<file path="src/rtl/core/qas_pkg.sv">
// ----------------------------------------------------------------------------
// qas_pkg
// Shared types, constants and tables for the quadrant autotile selector.
// ----------------------------------------------------------------------------
package qas_pkg;

    // Map geometry
    localparam int MAP_W   = 32;
    localparam int MAP_H   = 32;
    localparam int COORD_W = 5;
    localparam int ADDR_W  = $clog2(MAP_W * MAP_H);
    localparam int DEPTH   = MAP_W * MAP_H;

    // Operation codes
    localparam logic OP_WRITE  = 1'b0;
    localparam logic OP_RENDER = 1'b1;

    // Tile codes
    localparam logic [7:0] TILE_VACANT = 8'h00;
    localparam logic [7:0] TILE_SOLID  = 8'h01;
    localparam logic [7:0] TILE_GOAL   = 8'h02;
    localparam logic [7:0] TILE_RAW    = 8'h03;
    localparam logic [7:0] BASE_VACANT = 8'h30;
    localparam logic [7:0] BASE_SOLID  = 8'h40;

    // Quadrant codes
    localparam logic [2:0] QUAD_WHOLE = 3'd0;

    // Neighbor fetch: slot 0 is the cell itself, slots 1..8 are NW..SE
    localparam logic [3:0] SLOT_LAST = 4'd8;

    // Flag bits
    localparam logic [2:0] FL_NONE = 3'b000;
    localparam logic [2:0] FL_X    = 3'b001;
    localparam logic [2:0] FL_Y    = 3'b010;
    localparam logic [2:0] FL_S    = 3'b100;

    typedef enum logic [1:0] {
        ST_IDLE,
        ST_FETCH,
        ST_DRAIN,
        ST_EMIT
    } seq_state_t;

    typedef struct packed {
        logic              we;
        logic [ADDR_W-1:0] waddr;
        logic [7:0]        wdata;
        logic [ADDR_W-1:0] raddr;
    } ram_req_t;

    typedef struct packed {
        logic [7:0] tile_id;
        logic       flip_x;
        logic       flip_y;
        logic       swap_xy;
        logic [2:0] quadrant;
        logic       last;
    } result_t;

    typedef struct packed {
        logic [7:0] full;
        logic [7:0] cc1;
        logic [7:0] cc2;
        logic [7:0] hbit;
        logic [7:0] vbit;
        logic [2:0] bflags;
        logic [2:0] sflags;
    } quad_rule_t;

    localparam quad_rule_t QUAD_RULES [4] = '{
        '{8'h50, 8'h90, 8'hc0, 8'h10, 8'h40, FL_NONE,     FL_S},
        '{8'h48, 8'h28, 8'h60, 8'h08, 8'h40, FL_X,        FL_Y | FL_S},
        '{8'h12, 8'h14, 8'h06, 8'h10, 8'h02, FL_Y,        FL_S | FL_X},
        '{8'h0a, 8'h09, 8'h03, 8'h08, 8'h02, FL_X | FL_Y, FL_X | FL_Y | FL_S}
    };

    // index = N<<3 | W<<2 | E<<1 | S
    localparam logic [7:0] GOAL_TILES [16] = '{
        8'h50, 8'h60, 8'h51, 8'h61, 8'h53, 8'h63, 8'h52, 8'h62,
        8'h80, 8'h70, 8'h81, 8'h71, 8'h83, 8'h73, 8'h82, 8'h72
    };

    function automatic logic tile_match(logic [7:0] self_t, logic [7:0] other_t);
        return (self_t == other_t) || (self_t == TILE_VACANT && other_t == TILE_GOAL);
    endfunction

    function automatic logic [ADDR_W-1:0] cell_addr(logic [COORD_W-1:0] c,
                                                   logic [COORD_W-1:0] r);
        return ADDR_W'(int'(r) * MAP_W + int'(c));
    endfunction

    // Pick one quadrant subtile from the neighbor mask
    function automatic result_t quad_pick(logic [7:0] nb, logic [7:0] base,
                                          logic [1:0] q);
        result_t    res;
        quad_rule_t rule;
        logic [2:0] fl;
        rule = QUAD_RULES[q];
        if ((nb & rule.full) == rule.full) begin
            res.tile_id = base;
            fl = rule.bflags;
        end
        else if ((nb & rule.cc1) == rule.cc1) begin
            res.tile_id = base + 8'd3;
            fl = rule.bflags;
        end
        else if ((nb & rule.cc2) == rule.cc2) begin
            res.tile_id = base + 8'd3;
            fl = rule.sflags;
        end
        else if ((nb & rule.hbit) != 8'h00) begin
            res.tile_id = base + 8'd2;
            fl = rule.bflags;
        end
        else if ((nb & rule.vbit) != 8'h00) begin
            res.tile_id = base + 8'd2;
            fl = rule.sflags;
        end
        else begin
            res.tile_id = base + 8'd1;
            fl = rule.bflags;
        end
        res.flip_x   = fl[0];
        res.flip_y   = fl[1];
        res.swap_xy  = fl[2];
        res.quadrant = {1'b0, q} + 3'd1;
        res.last     = (q == 2'd3);
        return res;
    endfunction

endpackage

</file>
<file path="src/rtl/core/qas_seq.sv">
// ----------------------------------------------------------------------------
// qas_seq
// Sequencer: walks the cell and its eight neighbors through the single map
// read port, builds the match mask, then steps out the result words.
// ----------------------------------------------------------------------------
module qas_seq (
    input  logic                          clk,
    input  logic                          rst_n,
    input  logic                          req_valid,
    output logic                          req_stall,
    input  logic                          operation,
    input  logic [qas_pkg::COORD_W-1:0]   col,
    input  logic [qas_pkg::COORD_W-1:0]   row,
    input  logic [7:0]                    tile_value,
    output qas_pkg::ram_req_t             ram_req,
    input  logic [7:0]                    ram_rd_data,
    output logic                          res_valid,
    input  logic                          res_ready,
    output qas_pkg::result_t              res
);

    qas_pkg::seq_state_t state_reg, state_next;
    logic [3:0]                  slot_reg, slot_next;
    logic                        pend_reg, pend_next;
    logic                        pend_self_reg, pend_self_next;
    logic [qas_pkg::COORD_W-1:0] col_reg, col_next;
    logic [qas_pkg::COORD_W-1:0] row_reg, row_next;
    logic [7:0]                  self_reg, self_next;
    logic [7:0]                  nb_reg, nb_next;
    logic [1:0]                  q_reg, q_next;

    logic                        accept;
    logic                        in_map;
    logic                        single;
    logic [qas_pkg::COORD_W-1:0] lx, rx, ty, by;
    logic [3:0]                  goal_idx;

    assign accept = req_valid && !req_stall;
    assign in_map = (int'(col) < qas_pkg::MAP_W) && (int'(row) < qas_pkg::MAP_H);
    assign single = (self_reg >= qas_pkg::TILE_RAW) || (self_reg == qas_pkg::TILE_GOAL);

    // Toroidal wrap of the neighbor coordinates
    assign lx = (col_reg == '0) ? qas_pkg::COORD_W'(qas_pkg::MAP_W - 1)
                                : col_reg - 1'b1;
    assign rx = (int'(col_reg) + 1 >= qas_pkg::MAP_W) ? '0 : col_reg + 1'b1;
    assign ty = (row_reg == '0) ? qas_pkg::COORD_W'(qas_pkg::MAP_H - 1)
                                : row_reg - 1'b1;
    assign by = (int'(row_reg) + 1 >= qas_pkg::MAP_H) ? '0 : row_reg + 1'b1;

    // mask bits: 7 NW, 6 N, 4 W, 3 E, 1 S
    assign goal_idx = {nb_reg[6], nb_reg[4], nb_reg[3], nb_reg[1]};

    // Next state
    always_comb
    begin
        state_next = state_reg;
        unique case (state_reg)
            qas_pkg::ST_IDLE:
            begin
                if (accept && in_map && operation == qas_pkg::OP_RENDER)
                begin
                    state_next = qas_pkg::ST_FETCH;
                end
            end
            qas_pkg::ST_FETCH:
            begin
                if (slot_reg == qas_pkg::SLOT_LAST)
                begin
                    state_next = qas_pkg::ST_DRAIN;
                end
            end
            qas_pkg::ST_DRAIN:
            begin
                state_next = qas_pkg::ST_EMIT;
            end
            qas_pkg::ST_EMIT:
            begin
                if (res_ready && (single || q_reg == 2'd3))
                begin
                    state_next = qas_pkg::ST_IDLE;
                end
            end
            default:
            begin
                state_next = qas_pkg::ST_IDLE;
            end
        endcase
    end

    // Outputs
    always_comb
    begin
        req_stall     = (state_reg != qas_pkg::ST_IDLE);
        ram_req.we    = (state_reg == qas_pkg::ST_IDLE) && accept && in_map
                        && (operation == qas_pkg::OP_WRITE);
        ram_req.waddr = qas_pkg::cell_addr(col, row);
        ram_req.wdata = tile_value;
        unique case (slot_reg)
            4'd0:    ram_req.raddr = qas_pkg::cell_addr(col_reg, row_reg);
            4'd1:    ram_req.raddr = qas_pkg::cell_addr(lx, ty);
            4'd2:    ram_req.raddr = qas_pkg::cell_addr(col_reg, ty);
            4'd3:    ram_req.raddr = qas_pkg::cell_addr(rx, ty);
            4'd4:    ram_req.raddr = qas_pkg::cell_addr(lx, row_reg);
            4'd5:    ram_req.raddr = qas_pkg::cell_addr(rx, row_reg);
            4'd6:    ram_req.raddr = qas_pkg::cell_addr(lx, by);
            4'd7:    ram_req.raddr = qas_pkg::cell_addr(col_reg, by);
            default: ram_req.raddr = qas_pkg::cell_addr(rx, by);
        endcase

        res_valid = (state_reg == qas_pkg::ST_EMIT);
        if (self_reg >= qas_pkg::TILE_RAW)
        begin
            res = '{tile_id: self_reg, flip_x: 1'b0, flip_y: 1'b0, swap_xy: 1'b0,
                    quadrant: qas_pkg::QUAD_WHOLE, last: 1'b1};
        end
        else if (self_reg == qas_pkg::TILE_GOAL)
        begin
            res = '{tile_id: qas_pkg::GOAL_TILES[goal_idx], flip_x: 1'b0,
                    flip_y: 1'b0, swap_xy: 1'b0,
                    quadrant: qas_pkg::QUAD_WHOLE, last: 1'b1};
        end
        else
        begin
            res = qas_pkg::quad_pick(nb_reg,
                (self_reg == qas_pkg::TILE_VACANT) ? qas_pkg::BASE_VACANT
                                                   : qas_pkg::BASE_SOLID,
                q_reg);
        end
    end

    // Datapath next values
    always_comb
    begin
        slot_next      = slot_reg;
        pend_next      = (state_reg == qas_pkg::ST_FETCH);
        pend_self_next = (state_reg == qas_pkg::ST_FETCH) && (slot_reg == '0);
        col_next       = col_reg;
        row_next       = row_reg;
        self_next      = self_reg;
        nb_next        = nb_reg;
        q_next         = q_reg;

        if (state_reg == qas_pkg::ST_IDLE && accept)
        begin
            col_next  = col;
            row_next  = row;
            slot_next = '0;
            q_next    = '0;
        end
        if (state_reg == qas_pkg::ST_FETCH)
        begin
            slot_next = slot_reg + 4'd1;
        end
        // Read data lands in the cycle after its address; neighbors shift in NW first
        if (pend_reg)
        begin
            if (pend_self_reg)
            begin
                self_next = ram_rd_data;
            end
            else
            begin
                nb_next = {nb_reg[6:0], qas_pkg::tile_match(self_reg, ram_rd_data)};
            end
        end
        if (state_reg == qas_pkg::ST_EMIT && res_ready)
        begin
            q_next = q_reg + 2'd1;
        end
    end

    always_ff @(posedge clk or negedge rst_n)
    begin
        if (!rst_n)
        begin
            state_reg     <= qas_pkg::ST_IDLE;
            slot_reg      <= '0;
            pend_reg      <= 1'b0;
            pend_self_reg <= 1'b0;
            q_reg         <= '0;
        end
        else
        begin
            state_reg     <= state_next;
            slot_reg      <= slot_next;
            pend_reg      <= pend_next;
            pend_self_reg <= pend_self_next;
            q_reg         <= q_next;
        end
    end

    always_ff @(posedge clk)
    begin
        col_reg  <= col_next;
        row_reg  <= row_next;
        self_reg <= self_next;
        nb_reg   <= nb_next;
    end

endmodule

</file>
<file path="config.mk">
export PLATFORM = sky130hd
export DESIGN_NAME = qas_seq
export DESIGN_NICKNAME = d
export VERILOG_FILES = /design/src/rtl/core/qas_pkg.sv /design/src/rtl/core/qas_seq.sv
export SDC_FILE = /design/constraint.sdc
export NUM_CORES = 1
export LEC_CHECK = 0
export BUFFER_PORTS_ARGS = -buffer_cell sky130_fd_sc_hd__buf_2
export CELL_PAD_IN_SITES_DETAIL_PLACEMENT = 1
export CELL_PAD_IN_SITES_GLOBAL_PLACEMENT = 2
export CORE_UTILIZATION = 31
export DETAILED_ROUTE_END_ITERATION = 7
export PLACE_DENSITY = 0.82
export SETUP_SLACK_MARGIN = 0.15
export SYNTH_ARGS = -nofsm -noshare
export SYNTH_HDL_FRONTEND = slang
export SYNTH_SLANG_ARGS = --single-unit
export TNS_END_PERCENT = 5
</file>
<file path="constraint.sdc">
create_clock -name clk -period 2.1 [get_ports clk]
set_input_delay 0.105 -clock clk [delete_from_list [all_inputs] [get_ports clk]]
set_output_delay 0.105 -clock clk [all_outputs]
set_load 0.03 [all_outputs]
</file>
Word-level counts from Yosys, hierarchy flattened
Memories as Yosys holds them, arrays and structs flattened.
Index checks and enable logic that the tools add are counted.

operators by class
  equal/unequal tests = 21
  muxes and demuxes = 31
  bitwise logic cells = 9
  magnitude comparators = 5
  add/subtract/negate cells = 22
  reductions and logical operators = 25

operator list
  kind                                                                number
  adder 10 x 5 -> 10 bit                                              10
  binary-select mux 46 bit (select 2 bit)                             1
  2-to-1 mux 46 bit                                                   2
  one-hot mux 10 bit (8 select lines)                                 1
  2-to-1 mux 8 bit                                                    7
  bitwise AND 8 bit                                                   5
  equality test 8 bit                                                 4
  2-to-1 mux 15 bit                                                   2
  2-to-1 mux 5 bit                                                    4
  adder 7 x 2 -> 8 bit (second input constant)                        2
  equality test 4 x 3 -> 1 bit (second input constant)                4
  equality test 8 x 2 -> 1 bit (second input constant)                2
  nonzero test 8 bit                                                  2
  2-to-1 mux 3 bit                                                    5
  adder 5 x 1 -> 6 bit (second input constant)                        2
  greater-or-equal comparator 6 bit (second input constant)           2
  adder 5 x 1 -> 5 bit (second input constant)                        2
  zero test 5 bit                                                     2
  2-to-1 mux 2 bit                                                    5
  subtractor 5 x 1 -> 5 bit (second input constant)                   2
  adder 7 x 1 -> 8 bit (second input constant)                        1
  equality test 4 x 2 -> 1 bit (second input constant)                2
  greater-or-equal comparator 8 x 2 -> 1 bit (second input constant)  1
  logical AND 1 bit                                                   8
  other kinds (25)                                                    35

storage, ports and cells
  register bits = 36
  output and inout port bits = 46
  memories kept = 1
  ROM bits = 128
  bits of input ports = 31

memory list
  memory            words  bits a word  read ports  clocked after Yosys merged registers in  write ports  RTL line        text
  (name not given)  16     8            1           0                                        0            qas_seq.sv:118  res = '{tile_id: qas_pkg::GOAL_TILES[goal_idx], flip_x: 1'b0,

Logic depth before layout (Yosys ltp)
  depth after elaboration = 13
  mapped depth = 8
  mapped depth without buffers = 7

Worst setup path before layout
Ideal clock, no wire load.

  path kind = register -> output
  start = reg q_reg[0]
  end = out res[5] (netlist name)
  arrival = 2.078 ns
  setup slack = -0.083 ns
  cell stages (with the launch flop) = 9
  data required time = 1.995 ns
  cells stage by stage = dfrtp_1 > buf_4 > inv_1 > ha_1 > nand2b_1 > o2111ai_2 > a21o_1 > and4_1 > nor4_2

RTL lines
  what                      RTL line        text
  start: declaration        qas_seq.sv:30   logic [1:0] q_reg, q_next;
  start signal: assignment  qas_seq.sv:188  q_reg <= q_next;
  end: declaration          qas_seq.sv:19   output qas_pkg::result_t res

==> summary.txt <==
Placeable Area: 0.007888 mm²
Type of the tightest min-delay check: primary input to register
GR met2 Demand/Resource: 0.2770
Data arrival time of the critical path: 2120 ps
Clock net sink count: 36
Hpwl dp: 5037 µm
Worst relative slew slack: 0.5472
Via density per instance: 4.978
Number of instances in the synthesized netlist: 272
Via count of the first global-routing pass: 2229
Antenna cells: 0
Number of enable flip-flop cells after synthesis: 26
Setup slack after placement: 25.17 ps
Flop and latch count out of synthesis: 36
Layer carrying the most global-route usage: met2
Most frequent cell after synthesis: sky130_fd_sc_hd__edfxtp_1
Max Slew Vio Count: 0
Post-DR wirelength/cell: 15.08 µm
Unrepaired setup endpoints after global routing: true
Final-report hold violation count: 0
Overall power consumption: 0.004812 W
Total Die Area: 0.008675 mm²
TritonCTS clock tree: done
Share of async-settable or async-resettable flops after synthesis: 0.2778
Switching Share: 0.4617
Status: complete, but fails checks
Share of total power in combinational logic: 0.641
Drt drc: 0
Number of nets with antenna violations after routing: 0
Layout cell share with drive strength beyond 1: 0.4186
Clock root buffer: sky130_fd_sc_hd__clkbuf_8
Post-Synthesis Net Count: 321
Final min period: 2221 ps
Placed cell count: 421
Synthesized area: 0.002575 mm²
Number of vias in the routed layout: 2220
Overall die width: 93.14 µm
Final Net Count: 392
Violated checks: setup timing
Dominant cell type by area after synthesis: sky130_fd_sc_hd__edfxtp_1
Number of warnings printed during yosys synthesis: 0
Per-instance average area after synthesis: 9.467 µm²
Post-route cell area: 0.003473 mm²
Grt ovf: 0
Last weighted congestion value of the routability-driven placer: 0.8587
First-pass DRT Iterations: 4
Internal power contribution: 0.002590 W
Sw Pwr: 0.002222 W
Wire length of the first global-routing pass: 10980 µm
Data required time at the worst endpoint: 2000 ps
Number of buffer cells added on primary ports: 60
Clock-pin transition on the worst setup and hold timing paths: 80 ps
Clk network pwr share: 0.102
Area growth syn-to-layout: 34.89%
Synth top area share: 0.3032
Final sum of negative setup slack: -441.6 ps
PwrDens: 1385 mW/mm²
Maximum number of buffers from clock root to sink: 2
Maximum level of the CTS H-tree: 2
Commonest cells in the netlist: sky130_fd_sc_hd__edfxtp_1 (26), sky130_fd_sc_hd__inv_1 (23), sky130_fd_sc_hd__nor2_1 (21)
Highest clock rate: 0.4503 GHz
Seq pwr share: 0.257
Final number of setup-violating endpoints: 6
Met1 Track Usage GR: 0.2100
Ys flop type: sky130_fd_sc_hd__edfxtp_1
Crit start category: register
Maximum number of pins on one net before global-route repair: 13
Count of placed standard cells in the final layout, fillers left out: 446
Critical setup path kind: register to primary output
Final clock skew: 12.49 ps
Worst-Skew Late Latency: 290 ps
Overall fraction of global-route tracks in use: 0.1587
Dominant cells by area after synthesis: sky130_fd_sc_hd__edfxtp_1 (30%), sky130_fd_sc_hd__dfrtp_1 (9.7%), sky130_fd_sc_hd__ha_1 (8.7%)
Height of the chip: 93.14 µm
Slew at the pin with the worst max-slew slack: 677.8 ps
Leakage power figure: 1.426 nW
Placed instance area: 0.002930 mm²
Final worst-path setup slack: -120.5 ps
Share of synthesized area occupied by flip-flops and latches: 0.4004
Initial Util: 0.3265
Unique masters post-synth: 53
Num rows: 32
Met3 track demand over resource: 0.01789
TritonCTS Buffers: 5
Initial detailed-routing violation count: 55
Max capacitance violation total: 0
Largest vdd supply drop: 0.3731 mV
Ratio of final minimum period to clock period: 1.057
Post-detailed-routing wire length: 6725 µm
CP Max Fanout: 5
Number of antenna violations at the first check in global routing: 0
Crit end category: primary output
I/O pin count: 77
per-layer routing:
layer	routed length, µm	part of all wire	up-vias
met3	131	0.019	8
li1	-	-	1101
met1	3149	0.47	1081
met2	3385	0.50	30
met4	59	0.0088	0
met5	0	0	-
worst max-delay path, cell delays in order, from the launching register on:
cell and delay [ps]:
sky130_fd_sc_hd__dfrtp_2 460, sky130_fd_sc_hd__inv_4 100, sky130_fd_sc_hd__ha_4 170, sky130_fd_sc_hd__nor2_4 40
sky130_fd_sc_hd__a211o_4 350, sky130_fd_sc_hd__o32ai_2 260, sky130_fd_sc_hd__nor2_1 80, sky130_fd_sc_hd__a31oi_1 170
sky130_fd_sc_hd__buf_4 190
stage by stage:
stage	utilization	hold slack [ps]
after floorplan	-	-190.6
after global placement	0.3715	-10.26
after detailed placement	0.3715	-18.67
after CTS	0.4247	1.248
after global routing	0.4404	2.615
final	0.4404	6.035
layout by cell type, fill, tap and decap left out, types with 3 or more instances in the layout:
master and instances:
sky130_fd_sc_hd__ha_4 7, sky130_fd_sc_hd__buf_4 33, sky130_fd_sc_hd__edfxtp_1 26, sky130_fd_sc_hd__nand4_1 5
sky130_fd_sc_hd__o31ai_1 3, sky130_fd_sc_hd__dfrtp_1 6, sky130_fd_sc_hd__nor2_1 13, sky130_fd_sc_hd__clkbuf_8 5
sky130_fd_sc_hd__nor3_1 5, sky130_fd_sc_hd__nand3_1 9, sky130_fd_sc_hd__ha_1 9, sky130_fd_sc_hd__inv_2 5
sky130_fd_sc_hd__nand2_1 19, sky130_fd_sc_hd__buf_2 47, sky130_fd_sc_hd__nand2b_4 3, sky130_fd_sc_hd__o21ai_1 6
sky130_fd_sc_hd__xnor2_1 10, sky130_fd_sc_hd__inv_1 16, sky130_fd_sc_hd__a21o_1 3, sky130_fd_sc_hd__buf_6 3
sky130_fd_sc_hd__nand2b_1 4, sky130_fd_sc_hd__mux2i_1 3, sky130_fd_sc_hd__nor2_2 4, sky130_fd_sc_hd__o21ai_0 11
sky130_fd_sc_hd__and2_1 4, sky130_fd_sc_hd__dfrtp_2 4, sky130_fd_sc_hd__nor2_4 4, sky130_fd_sc_hd__a31oi_1 5
sky130_fd_sc_hd__a21oi_1 13, sky130_fd_sc_hd__dlygate4sd3_1 8
path summary, 6_finish.rpt:
| check | end | slack, ps | depth (start not counted) | from |
|---|---|---|---|---|
| max | ram_req[3] | -120 | 8 | slot_reg[0]$_DFFE_PN0P_ |
| min | row_reg[2]$_DFFE_PP_ | 6 | 1 | row[2] |
| max reg2reg | state_reg[1]$_DFFE_PN0P_ | 240 | 7 | slot_reg[0]$_DFFE_PN0P_ |
| min reg2reg | nb_reg[1]$_DFFE_PP_ | 470 | 0 | nb_reg[0]$_DFFE_PP_ |
| max in group asynchronous | q_reg[1]$_DFFE_PN0P_ | 1660 | 2 | rst_n |
| min in group asynchronous | pend_self_reg$_DFF_PN0_ | 200 | 2 | rst_n |
what timing repair did:
| item | 4_1_cts | 5_1_grt |
|---|---|---|
| endpoints found under the hold margin | 17 | 0 |
| pin swaps | 14 | 13 |
| endpoints found under the setup margin | 16 | 19 |
| hold buffers | 8 | 0 |
| gates resized for setup | 55 | 23 |
| setup buffers | 5 | 4 |
area by class of cell:
class | count | area (µm²)
Clock buffer | 5 | 68.82
Clock inverter | 3 | 18.77
Fill cell | 910 | 4414
Inverter | 23 | 91.34
Multi-Input combinational cell | 185 | 1514
Sequential cell | 36 | 1036
Tap cell | 102 | 127.6
Timing Repair Buffer | 92 | 616.8
power groups by stage:
stage | combinational, W | clock, W | sequential, W
floorplan | 0.00181 | 0 | 0.00113
global placement | 0.00234 | 0 | 0.00119
detailed placement | 0.00240 | 0 | 0.00121
CTS | 0.00284 | 0.000506 | 0.00122
global route | 0.00338 | 0.000525 | 0.00127
finish | 0.00309 | 0.000491 | 0.00123
logic make-up (layout without fill, tap and decap cells):
logic type	count (synthesis)	after routing	share of synthesized area
AOI/OAI and AO/OA	67	67	0.1803
xor gates and xnor gates	10	10	0.03401
adders and majority gates	18	18	0.08747
buffers and inverters	51	123	0.1088
DFF	36	36	0.4004
muxes	6	6	0.02575
and+or+nand+nor	84	84	0.1633
No activity file was read; power rests on OpenSTA's default activity.
